<file path="src/bofh_pkg.sv">
// Shared constants and types for the brightest-of-four direction picker.
package bofh_pkg;

  localparam int FRAC_BITS = 16;
  localparam int LANES     = 4;
  localparam int DIR_W     = 2;
  localparam int LEVEL_W   = 12;
  localparam int GAIN_W    = 16;
  localparam int COUNTS_W  = 12;
  localparam int CFG_W     = 16;
  localparam int CFG_IDX_W = 2;

  localparam logic KIND_SAMPLE = 1'b0;
  localparam logic KIND_EVAL   = 1'b1;

  localparam logic [CFG_IDX_W-1:0] REG_SMOOTHING_GAIN      = 2'd0;
  localparam logic [CFG_IDX_W-1:0] REG_HYSTERESIS_COUNTS   = 2'd1;
  localparam logic [CFG_IDX_W-1:0] REG_HYSTERESIS_FRACTION = 2'd2;

  // choice state handed to the merge stage
  typedef struct packed {
    logic [DIR_W-1:0] chosen;
    logic             choice_made;
  } choice_t;

  // one result item
  typedef struct packed {
    logic [DIR_W-1:0]   brightest;
    logic [LEVEL_W-1:0] brightest_level;
    logic               is_seeded;
  } result_t;

endpackage

</file>
<file path="src/bofh_merge.sv">
// Merge stage: argmax over the lanes and the hysteresis switch decision.
module bofh_merge import bofh_pkg::*; #(
  parameter int AVG_W = 28
) (
  input  logic [LANES-1:0][AVG_W-1:0] avgs,
  input  choice_t                     choice,
  input  logic [COUNTS_W-1:0]         counts,
  input  logic [GAIN_W-1:0]           fraction,
  output logic [DIR_W-1:0]            chosen_next
);

  localparam int ABS_W = COUNTS_W + FRAC_BITS;
  localparam int CMP_W = (AVG_W > ABS_W) ? AVG_W : ABS_W;
  localparam int REL_W = AVG_W + GAIN_W;

  logic [DIR_W-1:0] best;
  logic [AVG_W-1:0] best_val;
  logic [AVG_W-1:0] cur;
  logic [CMP_W-1:0] delta;
  logic [CMP_W-1:0] abs_t;
  logic [REL_W-1:0] rel_prod;
  logic [CMP_W-1:0] rel_t;
  logic [CMP_W-1:0] thresh;

  // strict compare keeps the lowest index on a tie
  always_comb begin
    best     = '0;
    best_val = avgs[0];
    for (int i = 1; i < LANES; i++) begin
      if (avgs[i] > best_val) begin
        best_val = avgs[i];
        best     = DIR_W'(i);
      end
    end
  end

  assign cur      = avgs[choice.chosen];
  assign delta    = CMP_W'(best_val - cur);
  assign abs_t    = CMP_W'({counts, {FRAC_BITS{1'b0}}});
  assign rel_prod = REL_W'(best_val) * REL_W'(fraction);
  assign rel_t    = CMP_W'(rel_prod >> FRAC_BITS);
  assign thresh   = (abs_t > rel_t) ? abs_t : rel_t;

  always_comb begin
    if (!choice.choice_made) begin
      chosen_next = best;
    end else if (delta > thresh) begin
      chosen_next = best;
    end else begin
      chosen_next = choice.chosen;
    end
  end

endmodule

</file>
<file path="config.mk">
export PLATFORM = sky130hd
export DESIGN_NAME = bofh_merge
export DESIGN_NICKNAME = d
export VERILOG_FILES = /design/src/bofh_pkg.sv /design/src/bofh_merge.sv
export SDC_FILE = /design/constraint.sdc
export NUM_CORES = 1
export LEC_CHECK = 0
export BUFFER_PORTS_ARGS = -buffer_cell sky130_fd_sc_hd__buf_2
export CAP_MARGIN = 20
export CORE_ASPECT_RATIO = 2
export CORE_MARGIN = 2
export CORE_UTILIZATION = 60
export DETAILED_ROUTE_END_ITERATION = 12
export PLACE_DENSITY = 0.79
export SETUP_SLACK_MARGIN = 0.4
export SLEW_MARGIN = 20
export SYNTH_ARGS = -nofsm -noshare
export SYNTH_HDL_FRONTEND = slang
export SYNTH_SLANG_ARGS = --single-unit
</file>
<file path="constraint.sdc">
create_clock -name vclk -period 26.7
set_input_delay 1.335 -clock vclk [all_inputs]
set_output_delay 1.335 -clock vclk [all_outputs]
set_load 0.005 [all_outputs]
</file>
[After elaboration in Yosys (flattened, before gate mapping)]
Cells that the tools add are included.
Word-level totals
  output and inout bits: 2
  register bits: 0
  logic and storage cells: 19
Operators by class
  order comparisons: 6
  muxes and demuxes: 11
  $add $sub $neg: 1
  multipliers: 1
Operators by type and width (count)
  28-bit > comparator: 5
  28-bit 2-to-1 mux: 5
  28-bit binary-select mux with 2-bit select: 1
  28-bit by 16-bit multiplier with 44-bit output: 1
  28-bit subtractor: 1
  2-bit 2-to-1 mux: 4
  2-bit by 3-bit less-than comparator with 1-bit output, second input constant: 1
  1-bit 2-to-1 mux: 1

[Logic depth before layout (Yosys ltp)]
Gate-level depths: netlist of run 1.
  depth in word-level cells: 12
  depth in mapped cells: 92
  mapped depth without buffers: 83

[Least setup slack after synthesis of run 1]
No wires, ideal clock.
  path kind: input -> output
  from: input avgs[6] (netlist name)
  to: output chosen_next[1]
  data required time: 25365 ps
  path slack: 7149 ps
  stages: 91
  arrival time: 18216 ps
  cell sequence: clkbuf_1 inv_1 ha_1 and3_1 nand4_1 a21o_1 a31o_1 a21oi_1 buf_2 buf_1 nor2_1 a21oi_1 ha_1 a21o_1 a21o_1 a21oi_1 o21ai_0 a211o_1 [55 not listed] buf_6 or2_1 ha_1 nor2b_1 o21ai_0 nand2b_1 a21oi_1 o21ai_0 a21oi_1 nor2b_1 o21ai_0 nand2b_1 a21oi_1 o31ai_1 a21oi_1 o21ai_0 o211ai_1 o21a_1
On the way
  word-level cells in the longest chain between the ends: 12
  elaborated cells between the ends (all ways): 17
  those cells by class: add/sub: 1; mul: 1; order compare: 5; mux: 10
Ends and longest elaborated chain
  start: declaration: line bofh_merge.sv:5  | input logic [LANES-1:0][AVG_W-1:0] avgs,
  28-bit > comparator: line bofh_merge.sv:30  | if (avgs[i] > best_val) begin
  28-bit 2-to-1 mux: line bofh_merge.sv:30
  28-bit > comparator: line bofh_merge.sv:30
  28-bit 2-to-1 mux: line bofh_merge.sv:30
  28-bit > comparator: line bofh_merge.sv:30
  28-bit 2-to-1 mux: line bofh_merge.sv:30
  28-bit by 16-bit multiplier with 44-bit output: line bofh_merge.sv:40  | assign rel_prod = REL_W'(best_val) * REL_W'(fraction);
  28-bit > comparator: line bofh_merge.sv:42  | assign thresh = (abs_t > rel_t) ? abs_t : rel_t;
  28-bit 2-to-1 mux: line bofh_merge.sv:42
  28-bit > comparator: line bofh_merge.sv:47  | end else if (delta > thresh) begin
  2-bit 2-to-1 mux: line bofh_merge.sv:47
  2-bit 2-to-1 mux (*): line bofh_merge.sv:45  | if (!choice.choice_made) begin
  end: declaration: line bofh_merge.sv:9  | output logic [DIR_W-1:0] chosen_next
Mark *: on every way between the ends. The rest lies on a longest branch, timed or not. The select of a mux whose other input is x is not followed.

[Worst setup path in the final report of run 1]
  from: input avgs[25] (netlist name)
  to: output chosen_next[1]
The elaborated chain is that of the path after synthesis.

==> metrics.txt, run 1 <==
Total Wirelength 61,100 um; share of the clock period used by the worst path after layout slightly above 80%; most frequent cells in the layout inv_1, nand2_1, fa_1; Die Height 263 um; RSZ-0062 raised after global routing false; DR vias/cell between 5 and 6; Crit path depth 85; via count around 18,000; Worst Setup SP avgs[25]; Ys Warns 0; final setup fails 0; fillcell total between 2,000 and 3,000; max-slew violations 0; Post-Syn Area about 0.020 sq mm; Net Count, Synth between 3,000 and 4,000; Die Wd 133 um; die area ~0.035 sq mm; sequential cell area 0 sq um; number of global-route vias before repair a little over 20,000; HP Class input pin to output port; Final Hold Fails 0; core box area 0.0329 sq mm; largest net degree at the start of global routing 60; DR iter-0 viols 808; Unique masters post-synth 73; Yosys top cell by area fa_1; hold_buf cts 0; Global Route Usage Sum between 30% and 40%; grt ovf 0; worst setup path class input pin to output port; delay-heaviest family, CP compound AO/OA/AOI/OAI gates; Worst Path Max Fanout 56; CP arrival a little over 20,000 ps; diode count 0; post-route cell area around 0.021 sq mm; Largest stage delay, worst path roughly 550 ps; slew margin rel. approximately 34%; Initial Utilization 60.9%; Final ANT Viol Nets 0; Final #Nets between 3,000 and 4,000; DRC viols 0; cell count after synthesis 2,468; DR WL/cell 20.6 um; max-cap viol count 0; Post-DP Area 0.0212 sq mm; Post-CTS Setup Bufs 0; post-route insts no fill about 3,000; Worst Setup EP chosen_next[1]; Synth top area share 36.1%; row count 94; Seq/Total Area, Yosys 0%; Crit-path slowest cell fa_1; cell repeated most along the worst path o21ai_0; # port buffers approximately 150; Critical Path RT roughly 25,000 ps; FFs & Latches 0; Routability Congestion 0.975; post-CTS resize count 0; Area contributors post-synth fa_1, ha_1, inv_1, nand2_1, and2_1; Tmin final 21,950 ps; I/O Pins 145; fmax between 40 and 50 MHz; syn avg cell area around 8 sq um; Worst Setup End Kind output port; Layout area overhead 5.70%; DR pass1 iterations 5; number of buffers and inverters on the critical path 12; # clk buffers 0; commonest non-fill, non-tap cell in the layout inv_1; layout cells sized above 1 a little under a tenth; first-pass GRT wire length about 100,000 um; status finished, final reports clean; total negative slack 0 ps; Placed Cells 2,970; worst slew pin tran 997 ps; Startpoint Class input pin; HPWL Detailed approximately 50,000 um; initial antenna violation count 0
per-layer routing:
metal	GRT usage [%]	wire [um]	vias to the layer above
li1	-	-	7915
met1	35.3	19200	8822
met2	68.1	33400	710
met3	2.33	2550	315
met4	28.7	5970	0
met5	0	0	-
final cells by class:
type / count / area (sq um) / share of cell area (%)
multi-input cells: 1848 / 17700 / 83.7
inverters: 514 / 1930 / 9.10
repair buffers: 177 / 986 / 4.65
well taps: 432 / 541 / 2.55
synthesized netlist by cell type (13+ instances only):
cell and n:
a211oi_1 13, a21o_1 46, a21oi_1 109, and2_1 152, and3_1 16, buf_1 22, clkbuf_1 82, fa_1 362
ha_1 262, inv_1 513, mux4_2 28, nand2_1 397, nand2b_1 14, nand3_1 24, nand4_1 21, nor2_1 79
nor2b_1 22, nor3_1 14, o21ai_0 79, o21ai_1 29, xnor2_1 40
how the worst min path moves through the flow:
stage | depth (start not counted) | startpoint | end
after CTS | 4 | choice[0] | chosen_next[0]
after global placement | 4 | choice[0] | chosen_next[0]
after floorplan | 2 | choice[0] | chosen_next[0]
final | 4 | choice[0] | chosen_next[0]
after global routing | 4 | choice[0] | chosen_next[0]
after detailed placement | 4 | choice[0] | chosen_next[0]
cells by family after synthesis:
family | after synthesis | synth area share (%)
AOI/OAI and AO/OA | 357 | 11.3
xor gates and xnor gates | 49 | 2.14
adders and majority gates | 624 | 52.5
buffers and inverters | 620 | 11.7
muxes | 49 | 4.35
and+or+nand+nor | 769 | 18.1
stage by stage:
step / setup WS, ps / hold WS, ps / util [%]
final: 4750 / 3320 / 64.4
after global routing: 3300 / 3330 / 64.4
after CTS: 4700 / 3320 / 64.3
after detailed placement: 4760 / 3320 / 64.3
after global placement: 5330 / 3320 / 64.3
after floorplan: 7150 / 2890 / -
Power of run 1 is left out: the tool's default activity adds up to more than one toggle a clock period on the data nets, which glitch-free logic cannot reach.
==> run 2, diff against run 1 <==
--- a/config.mk
+++ b/config.mk
@@ -9,9 +9,9 @@
 export CAP_MARGIN = 20
 export CORE_ASPECT_RATIO = 2
 export CORE_MARGIN = 2
-export CORE_UTILIZATION = 60
+export CORE_UTILIZATION = 59
 export DETAILED_ROUTE_END_ITERATION = 12
-export PLACE_DENSITY = 0.79
+export PLACE_DENSITY = 0.81
 export SETUP_SLACK_MARGIN = 0.4
 export SLEW_MARGIN = 20
 export SYNTH_ARGS = -nofsm -noshare
==> constraint.sdc (replaced) <==
create_clock -name vclk -period 18.3
set_input_delay 0.915 -clock vclk [all_inputs]
set_output_delay 0.915 -clock vclk [all_outputs]
set_load 0.005 [all_outputs]
==> run 2 against run 1 <==
Hold slack got worse by 950 ps. Cell area rose by 15%. Sequential share of layout area did not move. Cell count increased by 8.9%. Clock-buffer cell count stayed put. Largest cell class unchanged. Global-route usage up 3.3 points. Non-clock buffer count grew 258. Critical path type unchanged. Flip-flop and latch count unchanged. Critical path depth increased by 3. Routed wire length increased by 12%. First-iteration DRC count rose by 31%. Via count grew 9.3%.
==> metrics.txt, run 2 (synthesis results as in run 1) <==
Tmin final 18,220 ps; Critical Path RT 17,390 ps (-7970 ps); slew margin rel. 38.3% (+4.8 points); max-slew violations 0 (unchanged); CP arrival 17,300 ps (-3320 ps); HP Class input pin to output port; Worst Setup End Kind output port; Die Height 265 um (+0.83%); worst setup path class input pin to output port; number of global-route vias before repair 21,800 (+8.7%); Layout area overhead 21.3%; Crit-path slowest cell fa_1; FFs & Latches 0 (unchanged); DR WL/cell 21.1 um (+2.8%); status finished, final reports clean; initial antenna violation count 1 (+1); DR pass1 iterations 5 (unchanged); Worst Path Max Fanout 11 (-80%); delay-heaviest family, CP compound AO/OA/AOI/OAI gates; Final Util 72.6% (+8.2 points); Largest stage delay, worst path 580 ps (+30 ps); max-cap viol count 0 (unchanged); DR iter-0 viols 1,062 (+31%); most frequent cells in the layout inv_1, nand2_1, fa_1; grt ovf 0 (unchanged); Final Hold Fails 0 (unchanged); number of buffers and inverters on the critical path 18 (+6); Global Route Usage Sum 39.3% (+3.3 points); fmax approximately 55 MHz; Initial Utilization 59.8% (-1.1 points); die area 0.0356 sq mm (+1.7%); sequential cell area 0 sq um (unchanged); cell repeated most along the worst path a21o_1; via count 19,400 (+9.3%); core box area 0.0335 sq mm (+1.8%); Final ANT Viol Nets 0 (unchanged); commonest non-fill, non-tap cell in the layout inv_1; Worst Setup SP avgs[8]; DRC viols 0 (unchanged); final setup fails 0 (unchanged); largest net degree at the start of global routing 30 (-50%); Die Wd 134 um (+0.82%); Total Wirelength 68,400 um (+12%); worst slew pin tran 919 ps (-78.1 ps); share of the clock period used by the worst path after layout 99.5%; row count 95 (+1.1%); hold path start choice[0]; WHS 2380 ps (-945 ps); Routability Congestion 1.03 (+5.6%); # port buffers 145 (unchanged); layout cells sized above 1 22.4% (+13 points); I/O Pins 145 (unchanged); Final #Nets 3,568 (+7.9%); # clk buffers 0 (unchanged); first-pass GRT wire length 108,000 um (+9.2%); DR vias/cell 6.00 (+0.39%); Startpoint Class input pin; RSZ-0062 raised after global routing true; HPWL Detailed 55,700 um (+9.3%)
## run 2: cell count changes in the layout (fill, tap and decap cells not counted), sizes merged
cell / change
diode: +1
buf: +258
a21oi: +1
nor2: +1
## run 2: per-stage QoR
step	worst slack (ps)	std cells	TNS [ps]	cell area, sq um
after global placement	-323	3169	-589	22800
after global routing	-481	3236	-945	24300
after floorplan	437	2468	0	20200
after CTS	403	3217	0	23800
after detailed placement	-866	3169	-1680	22800
final	83.3	3236	0	24300
## run 2: worst paths after layout
path / to / slack (ps) / cells after the start
min: chosen_next[0] / 2380 / 5
max: chosen_next[1] / 80 / 88
## run 2: layer usage
metal  vias up  share of wire, %  track usage [%]
met2      1046                52             71.4
met1      9409                29             36.3
met4         0                12             37.6
met3       520               5.7             5.64
met5         -                 0                0
li1       8447                 -                -
## run 2: cell type report
type               count  area [sq um]
well taps            436           546
diodes                 1          2.50
fillers             2535          9190
inverters            514          1930
multi-input cells   1850         18600
repair buffers       435          3270
## run 2: worst min-delay path: stages
cell and delay, ps:
buf_2 130, o21ai_2 110, buf_6 120, a21oi_2 60, buf_2 120
## run 2: repair_timing
item                                    4_1_cts  5_1_grt
setup buffers                                43       18
gates cloned                                  5        0
gates resized for setup                     142       79
endpoints found under the setup margin        2        2
hold buffers                                  0        0
pin swaps                                    68       60
Power of run 2 is left out for the same reason.
