File: config.mk
export PLATFORM = sky130hd
export DESIGN_NAME = bofh_lane
export DESIGN_NICKNAME = d
export VERILOG_FILES = /design/src/bofh_pkg.sv /design/src/bofh_lane.sv
export SDC_FILE = /design/constraint.sdc
export NUM_CORES = 1
export LEC_CHECK = 0
export BUFFER_PORTS_ARGS = -buffer_cell sky130_fd_sc_hd__buf_2
export CAP_MARGIN = 20
export CORE_UTILIZATION = 45
export DETAILED_ROUTE_END_ITERATION = 7
export PLACE_DENSITY_LB_ADDON = 0.12
export SYNTH_ARGS = -nofsm -noshare
export SYNTH_HDL_FRONTEND = slang
export SYNTH_SLANG_ARGS = --single-unit
File: constraint.sdc
create_clock -name vclk -period 47.7
set_input_delay 9.54 -clock vclk [all_inputs]
set_output_delay 9.54 -clock vclk [all_outputs]
set_load 0.01 [all_outputs]
File: src/bofh_pkg.sv
// Shared constants and types for the brightest-of-four direction picker.
package bofh_pkg;

  localparam int FRAC_BITS = 16;
  localparam int LANES     = 4;
  localparam int DIR_W     = 2;
  localparam int LEVEL_W   = 12;
  localparam int GAIN_W    = 16;
  localparam int COUNTS_W  = 12;
  localparam int CFG_W     = 16;
  localparam int CFG_IDX_W = 2;

  localparam logic KIND_SAMPLE = 1'b0;
  localparam logic KIND_EVAL   = 1'b1;

  localparam logic [CFG_IDX_W-1:0] REG_SMOOTHING_GAIN      = 2'd0;
  localparam logic [CFG_IDX_W-1:0] REG_HYSTERESIS_COUNTS   = 2'd1;
  localparam logic [CFG_IDX_W-1:0] REG_HYSTERESIS_FRACTION = 2'd2;

  // choice state handed to the merge stage
  typedef struct packed {
    logic [DIR_W-1:0] chosen;
    logic             choice_made;
  } choice_t;

  // one result item
  typedef struct packed {
    logic [DIR_W-1:0]   brightest;
    logic [LEVEL_W-1:0] brightest_level;
    logic               is_seeded;
  } result_t;

endpackage

File: src/bofh_lane.sv
// One smoothing lane: seed or exponential moving average update.
module bofh_lane import bofh_pkg::*; #(
  parameter int SAMPLE_BITS = 12
) (
  input  logic [SAMPLE_BITS+FRAC_BITS-1:0] avg,
  input  logic [SAMPLE_BITS-1:0]           sample,
  input  logic [GAIN_W-1:0]                gain,
  input  logic                             seeded,
  output logic [SAMPLE_BITS+FRAC_BITS-1:0] avg_next
);

  localparam int AVG_W  = SAMPLE_BITS + FRAC_BITS;
  localparam int DIFF_W = AVG_W + 1;
  localparam int PROD_W = DIFF_W + GAIN_W + 1;
  localparam int STEP_W = PROD_W - FRAC_BITS;

  logic [AVG_W-1:0]         target;
  logic signed [DIFF_W-1:0] diff;
  logic signed [PROD_W-1:0] prod;
  logic signed [STEP_W-1:0] step;
  logic signed [STEP_W-1:0] sum;

  assign target = {sample, {FRAC_BITS{1'b0}}};
  assign diff   = $signed({1'b0, target}) - $signed({1'b0, avg});
  assign prod   = PROD_W'(diff) * PROD_W'($signed({1'b0, gain}));
  // arithmetic shift floors toward minus infinity
  assign step   = STEP_W'(prod >>> FRAC_BITS);
  assign sum    = $signed(STEP_W'({1'b0, avg})) + step;

  assign avg_next = seeded ? sum[AVG_W-1:0] : target;

endmodule

; ---- Word level (Yosys, flattened, before mapping)
; Index checks and enable logic that the tools add are counted.
[totals]
regBits = 0
input_bits = 57
out_inout_bits = 28
word_cells = 4
[classes]
add_sub_neg = 2
n_mul = 1
mux = 1
[ops]
columns = op, n
row1 = $mul A29 B17 Y44, 1
row2 = $sub A28 B28 Y29, 1
row3 = $add A28 B28 Y28, 1
row4 = $mux W28, 1

; ---- Longest topological paths before layout
; Gate-level depths: netlist (run 1).
[depth]
word_depth = 4
ltp_mapped = 45
ltp_nobuf = 45

; ---- Worst setup path before layout (run 1)
; Ideal clock, no wire load.
[synth_timing]
path_type = input -> output
from = in avg[0]
to = out avg_next[27]
arrival_ns = 18.991
path_slack_ns = 19.169
stages = 42
path_cell_list = buf_2 > clkbuf_1 > inv_1 > ha_1 > nor3b_1 > nand3_1 > xor2_1 > clkbuf_1 > nand2_1 > fa_1 > inv_1 > fa_1 > fa_1 > inv_1 > fa_1 > inv_1 > fa_1 > fa_1 > (+6 left out) > o21a_1 > o21a_1 > o21a_1 > o21a_1 > nor2_1 > xnor2_1 > ha_1 > or4_1 > o2111a_1 > o21a_1 > o2111ai_2 > a31oi_4 > o41ai_4 > o21bai_2 > a21oi_2 > xnor2_1 > xnor2_1 > a21oi_1
[synth_between]
elab_chain_cells = 4
[synth_lines]
columns = element, line_no
row1 = "start, declared", bofh_lane.sv:5  ; input logic [SAMPLE_BITS+FRAC_BITS-1:0] avg,
row2 = $sub A28 B28 Y29, bofh_lane.sv:24  ; assign diff = $signed({1'b0, target}) - $signed({1'b0, avg});
row3 = $mul A29 B17 Y44, bofh_lane.sv:25  ; assign prod = PROD_W'(diff) * PROD_W'($signed({1'b0, gain}));
row4 = $add A28 B28 Y28 (*), bofh_lane.sv:28  ; assign sum = $signed(STEP_W'({1'b0, avg})) + step;
row5 = $mux W28 (*), bofh_lane.sv:30  ; assign avg_next = seeded ? sum[AVG_W-1:0] : target;
row6 = "end, declared", bofh_lane.sv:9  ; output logic [SAMPLE_BITS+FRAC_BITS-1:0] avg_next
; Every way passes the cells marked *; elsewhere a longest branch is shown, timed or not.

; ---- Worst setup path in the final report (run 1)
[layout_timing]
from = in avg[16]
to = out avg_next[27]
; Same word-level chain as after synthesis.

==> flow_metrics.py, run 1 <==
metrics = {
    "outcome": {
        "outcome": "complete, no violations",
    },
    "grt": {
        "antenna_found_initial": 3,
        "grt-ovfl-total": 0,
        "grt_pass1_vias": 15400,
        "grt.total_usage": 0.255,
        "grt_max_degree": 37,
        "grt_pass1_wl_microns": 83100,
    },
    "timing": {
        "rsz0062_at_grt": "false",
        "period_share": 0.626,
        "hold_violations": 0,
        "timing.fmax_mhz": 33.5,
        "tightest_slew_ns": 1.06,
        "hold_slack_ns": 19.40,
        "fin_crit_ns": 29.88,
        "setup_viol": 0,
        "finalMaxSlewViolations": 0,
        "setup_tns_ns": 0,
        "maxSlewHeadroom": 0.293,
    },
    "clock_network": {
        "cts_resized": 0,
        "cts-hold-fix-buffers": 0,
        "cts_setup_buffers": 0,
    },
    "route": {
        "via_per_inst": 5.28,
        "dr_total_vias": 14500,
        "routedWlPerCell_microns": 18.5,
        "firstDrtPassIters": 6,
        "final_antenna_net_count": 0,
        "drt_iter0_drc": 722,
        "remaining_drc_errors": 0,
        "drt-total-wl_microns": 50900,
    },
    "finish": {
        "drive_above_1_share": 0.0738,
        "multi_input_area_sq_um": 16100,
        "syn_to_final_growth_pct": 5.68,
        "layout.nets": 2863,
        "seq_cells": 0,
        "seq_area_sq_um": 0,
        "fill_cells": 4006,
        "clkbuf_count": 0,
    },
    "place": {
        "portBuffers": 85,
        "gp_congestion": 0.902,
        "hpwl_microns": 39800,
    },
    "worst_setup_path": {
        "crit_start": "avg[16]",
        "cp.arrival_ns": 20.34,
        "endpoint": "avg_next[27]",
        "critPathCaptureType": "output port",
        "crit_path_start_kind": "primary input",
        "cpPeakStageDelay_ns": 0.87,
        "crit_type": "primary input to output port",
        "cp.required_ns": 38.16,
        "crit_fanout": 33,
        "cp_slowest_cell": "a21boi_2",
        "crit_top_cell": "fa_1",
    },
    "synthesis": {
        "synthTopCellsByArea": "fa_1 (47%), inv_1 (11%), ha_1 (9.9%)",
        "syn_area_sq_um": 18500,
        "ys_warn_count": 0,
        "seq_area_frac_synth": 0,
        "synth_nets": 2837,
        "yosys.area.top_type": "fa_1",
        "postSynthAreaPerCell_sq_um": 8.41,
        "synthTopCellsByCount": "inv_1 (548), fa_1 (434), nand2_1 (337)",
        "synthDistinctLibCells": 68,
        "synth_top_area_share": 0.470,
        "syn-instance-count": 2199,
        "yosysMostFrequentCell": "inv_1",
    },
    "floorplan": {
        "fp.dieH_microns": 205,
        "die_w_microns": 205,
        "rows": 73,
        "initial_core_util": 0.461,
        "core_area_sq_um": 40100,
        "io_pins": 85,
        "fp.dieArea_sq_um": 41900,
    },
    "hold_path": {
        "holdCritPathClass": "primary input to output port",
    },
    "run": {
        "drv_cap": 0,
    },
}
-- cells by family (layout without fill, tap and decap cells) --
| kind of cell | count (synthesis) | after routing | share of synthesized area |
|---|---|---|---|
| and+or+nand+nor | 676 | 676 | 0.177 |
| buffers and inverters | 651 | 675 | 0.133 |
| adders and majority gates | 581 | 581 | 0.569 |
| AOI/OAI and AO/OA | 210 | 210 | 0.0820 |
| xor gates and xnor gates | 73 | 73 | 0.0346 |
| muxes | 8 | 8 | 0.00473 |
| other | 0 | 3 | 0 |
-- stage by stage --
step	utilization	instance area, sq um	setup WS [ns]	cells
final	0.488	19600	17.82	2751
after global routing	0.487	19500	17.32	2748
after CTS	0.487	19500	17.81	2748
after detailed placement	0.487	19500	17.83	2748
after global placement	0.487	19500	17.91	2748
after floorplan	-	18500	19.17	2199
-- layout make-up --
cell class                 instances  area share
tap                              525      0.0336
antenna                            3    0.000384
inverter                         549       0.105
multi-input combinational       1548       0.823
timing repair buffer             126      0.0375
-- metal layers --
| layer | vias to the layer above | global-route usage | part of all wire |
|---|---|---|---|
| li1 | 6629 | - | - |
| met3 | 82 | 0.0142 | 0.032 |
| met5 | - | 0 | 0.00026 |
| met1 | 7454 | 0.317 | 0.41 |
| met4 | 2 | 0.0589 | 0.026 |
| met2 | 367 | 0.481 | 0.53 |
-- cells in the final DEF, fill, tap and decap left out, drive strengths merged, types with 9 or more instances in the layout --
master,instances
xnor2,51
nand3,13
nor3,19
nand2,337
buf,126
and2,178
fa,434
o21ai,33
xor2,22
ha,147
nor2,59
o21bai,9
a21oi,43
nand4b,16
a21o,13
nand2b,11
o22ai,17
o311a,9
a31oi,21
inv,548
a211oi,15
o21a,12
-- worst min-delay path by stage --
stage,startpoint,endpoint,slack (ns),cells past startpoint
floorplan,sample[3],avg_next[19],19.21,2
global placement,sample[3],avg_next[19],19.40,4
detailed placement,sample[3],avg_next[19],19.41,4
CTS,sample[3],avg_next[19],19.41,4
global route,sample[3],avg_next[19],19.42,4
finish,sample[3],avg_next[19],19.40,4
-- worst max-delay path: cells and delay by family --
family          cells  cell delay [ns]
buf+inv             7             0.79
fa+ha+maj           9             3.88
xor+xnor            3             0.40
simple gates        7             1.53
compound gates     17             4.16
Power of run 1 is not shown: default switching activity piles up to over one toggle a cycle in this logic, so the estimate is an artifact.
==> run 2: changes to the inputs <==
clock period = 25.7 ns   (was 47.7 ns; I/O delays follow)
==> run 2 against run 1 <==
  * Count of clock-buffer cells in the layout is the same
  * Critical path depth is the same
  * Core utilization is essentially flat
  * Worst setup slack lost 13 ns
  * Global-route usage shrank 0.057 points
  * Die area is the same
  * Final cell count is essentially flat
  * Flip-flop and latch count is the same
  * Critical endpoint unchanged
  * Non-clock buffer count is the same
  * Design area is essentially flat
==> flow_metrics.py, run 2 (same netlist as run 1, synthesis figures left out) <==
metrics = {
    "worst_setup_path": {
        "crit_type": "primary input to output port",
        "crit_fanout": 33,
        "crit_top_cell": "fa_1",
        "cp.arrival_ns": 15.90,
        "critPathCaptureType": "output port",
        "cp_slowest_cell": "a21boi_2",
        "crit_path_start_kind": "primary input",
        "cpPeakStageDelay_ns": 0.87,
        "cp.required_ns": 20.56,
    },
    "route": {
        "dr_total_vias": 14400,
        "met3WireLength_microns": 1970,
        "via_per_inst": 5.25,
        "firstDrtPassIters": 5,
        "remaining_drc_errors": 0,
        "drt_iter0_drc": 684,
        "final_antenna_net_count": 0,
        "route.met2.wl_microns": 27400,
        "highest_layer": "met5",
        "routedWlPerCell_microns": 18.6,
        "met1_length_microns": 20500,
        "drt-total-wl_microns": 51100,
    },
    "floorplan": {
        "fp.dieH_microns": 205,
        "initial_core_util": 0.461,
        "rows": 73,
        "fp.dieArea_sq_um": 41900,
        "die_w_microns": 205,
        "core_area_sq_um": 40100,
        "io_pins": 85,
    },
    "timing": {
        "tightest_slew_ns": 1.08,
        "setup_viol": 0,
        "rsz0062_at_grt": "false",
        "setup_tns_ns": 0,
        "finalMaxSlewViolations": 0,
        "hold_violations": 0,
        "timing.fmax_mhz": 47.5,
        "fin_crit_ns": 21.04,
        "maxSlewHeadroom": 0.277,
        "period_share": 0.819,
    },
    "hold_path": {
        "holdCritPathClass": "primary input to output port",
        "hold_end": "avg_next[19]",
        "holdPathStages": 4,
        "min_from": "sample[3]",
    },
    "grt": {
        "antenna_found_initial": 3,
        "grt_pass1_wl_microns": 82700,
        "grt.total_usage": 0.255,
        "grt_max_degree": 37,
        "grt_pass1_vias": 15300,
        "grt-ovfl-total": 0,
    },
    "finish": {
        "seq_cells": 0,
        "layout_common_cells": "inv_1 (548), fa_1 (434), nand2_1 (337), and2_1 (178), ha_1 (147)",
        "drive_above_1_share": 0.0738,
        "clkbuf_count": 0,
        "fill_cells": 4018,
        "layout.nets": 2863,
        "multi_input_area_sq_um": 16100,
        "final_common_cell": "inv_1",
        "seq_area_sq_um": 0,
        "syn_to_final_growth_pct": 5.67,
    },
    "place": {
        "gp_congestion": 0.902,
        "hpwl_microns": 39900,
        "portBuffers": 85,
    },
    "clock_network": {
        "cts_resized": 0,
        "cts_setup_buffers": 0,
        "cts-hold-fix-buffers": 0,
    },
    "run": {
        "drv_cap": 0,
    },
    "outcome": {
        "outcome": "complete, no violations",
    },
}
run 2: changes by cell type in the layout (fill, tap and decap cells not counted):
cell / previous run / this run
diode_2: 3 / 2
run 2: layout make-up:
class	count	area share
Multi-Input combinational cell	1548	0.823
Inverter	549	0.105
Timing Repair Buffer	126	0.0375
Tap cell	525	0.0336
Antenna cell	2	0.000256
run 2: through the flow:
step                       util  instances  instance area [sq um]  hold WS (ns)  setup slack (ns)
after floorplan               -       2199                  18500         10.41              5.97
after global placement    0.487       2748                  19500         10.60              4.70
after detailed placement  0.487       2748                  19500         10.60              4.69
after CTS                 0.487       2748                  19500         10.60              4.67
after global routing      0.487       2748                  19500         10.62              4.05
final                     0.488       2750                  19600         10.59              4.66
run 2: how the worst max path moves through the flow:
stage / from / end / slack [ns] / cells after the start
global placement: avg[16] / avg_next[27] / 4.70 / 43
CTS: avg[16] / avg_next[27] / 4.67 / 43
finish: avg[16] / avg_next[27] / 4.66 / 43
global route: avg[0] / avg_next[27] / 4.05 / 38
detailed placement: avg[16] / avg_next[27] / 4.69 / 43
floorplan: avg[0] / avg_next[27] / 5.97 / 42
run 2: worst max-delay path, delay by kind of cell:
kind,cells,cell delay [ns]
AOI/OAI and AO/OA,17,4.06
xor gates and xnor gates,3,0.45
adders and majority gates,9,3.90
buffers and inverters,7,0.79
and+or+nand+nor,7,1.52
run 2: metal layers:
layer / GRT usage / vias to the layer above
li1: - / 6629
met1: 0.318 / 7367
met2: 0.483 / 350
met3: 0.0110 / 77
met4: 0.0536 / 2
met5: 0 / -
Power of run 2 is left out for the same reason.
==> run 3: changes to the inputs <==
clock period = 20.7 ns   (was 25.7 ns; I/O delays follow)
==> run 3 against run 2 <==
  * Via count is 0.21% lower
  * Die area stayed put
  * Flip-flop and latch count stayed put
  * Sequential share of layout area stayed put
  * Routed wire length is 2.3% lower
  * Critical path type unchanged
  * Largest cell class unchanged
==> flow_metrics.py, run 3 (same netlist as run 1, synthesis figures left out) <==
metrics = {
    "route": {
        "remaining_drc_errors": 0,
        "dr_total_vias": 14400,
        "final_antenna_net_count": 0,
        "drt_iter0_drc": 689,
        "via_per_inst": 5.24,
        "drt-total-wl_microns": 49900,
        "routedWlPerCell_microns": 18.2,
        "firstDrtPassIters": 5,
    },
    "grt": {
        "grt-ovfl-total": 0,
        "grt.total_usage": 0.250,
        "grt_pass1_vias": 15300,
        "antenna_found_initial": 1,
        "grt_max_degree": 37,
        "grt_pass1_wl_microns": 81100,
    },
    "finish": {
        "n_antenna_cell": 0,
        "clkbuf_count": 0,
        "drive_above_1_share": 0.0733,
        "syn_to_final_growth_pct": 5.60,
        "utilization": 0.487,
        "seq_cells": 0,
        "seq_area_sq_um": 0,
        "final_common_cell": "inv_1",
        "layout.nets": 2863,
        "layout_common_cells": "inv_1 (548), fa_1 (434), nand2_1 (337), and2_1 (178), ha_1 (147)",
        "fill_cells": 3981,
    },
    "timing": {
        "hold_slack_ns": 8.61,
        "finalMaxSlewViolations": 0,
        "hold_violations": 0,
        "setup_viol": 0,
        "tightest_slew_ns": 0.999,
        "fin_crit_ns": 18.79,
        "period_share": 0.908,
        "rsz0062_at_grt": "false",
        "maxSlewHeadroom": 0.333,
        "setup_tns_ns": 0,
        "timing.fmax_mhz": 53.2,
    },
    "hold_path": {
        "holdCritPathClass": "primary input to output port",
        "holdPathStages": 4,
    },
    "worst_setup_path": {
        "crit_type": "primary input to output port",
        "crit_fanout": 20,
        "critPathCaptureType": "output port",
        "cpPeakStageDelay_ns": 0.56,
        "cp.arrival_ns": 14.65,
        "crit_path_start_kind": "primary input",
        "cp_slowest_cell": "fa_1",
        "crit_top_cell": "fa_1",
        "cp.required_ns": 16.56,
    },
    "floorplan": {
        "fp.dieH_microns": 205,
        "rows": 73,
        "io_pins": 85,
        "initial_core_util": 0.461,
        "fp.dieArea_sq_um": 41900,
        "core_area_sq_um": 40100,
        "die_w_microns": 205,
    },
    "clock_network": {
        "cts_resized": 0,
        "cts_setup_buffers": 0,
        "cts-hold-fix-buffers": 0,
    },
    "outcome": {
        "outcome": "complete, no violations",
    },
    "place": {
        "hpwl_microns": 40100,
        "portBuffers": 85,
        "gp_congestion": 0.867,
    },
    "run": {
        "drv_cap": 0,
    },
}
-- run 3: cell count changes in the layout (fill, tap and decap cells not counted), sizes merged --
cell and delta:
diode -2
-- run 3: per-stage QoR --
step / cell area [sq um] / std cells / setup slack, ns
floorplan: 18500 / 2199 / 2.97
global placement: 19500 / 2748 / 2.07
detailed placement: 19500 / 2748 / 1.86
CTS: 19500 / 2748 / 1.83
global route: 19500 / 2748 / 1.24
finish: 19500 / 2748 / 1.91
-- run 3: layout make-up --
type	instances	area (sq um)	share of cell area
multi-input combinational	1548	16100	0.823
inverter	549	2060	0.105
tap	525	657	0.0336
timing repair buffer	126	733	0.0375
-- run 3: layer usage --
layer  routed length, microns  vias to the layer above  track usage  share of wire
met5                       10                        -            0        0.00020
met4                     1320                        2       0.0584          0.027
met3                     1790                       70      0.00955          0.036
met2                    26900                      348        0.479           0.54
met1                    19900                     7351        0.306           0.40
li1                         -                     6623            -              -
-- run 3: critical path: cells and delay by family --
kind            cells  cell delay [ns]
fa+ha+maj           9             3.67
simple gates        5             1.74
compound gates     17             3.57
buf+inv             6             0.63
xor+xnor            4             0.87
-- run 3: worst paths after layout --
kind           end  startpoint
max   avg_next[27]      avg[0]
min   avg_next[19]   sample[3]
Power of run 3 is left out for the same reason.
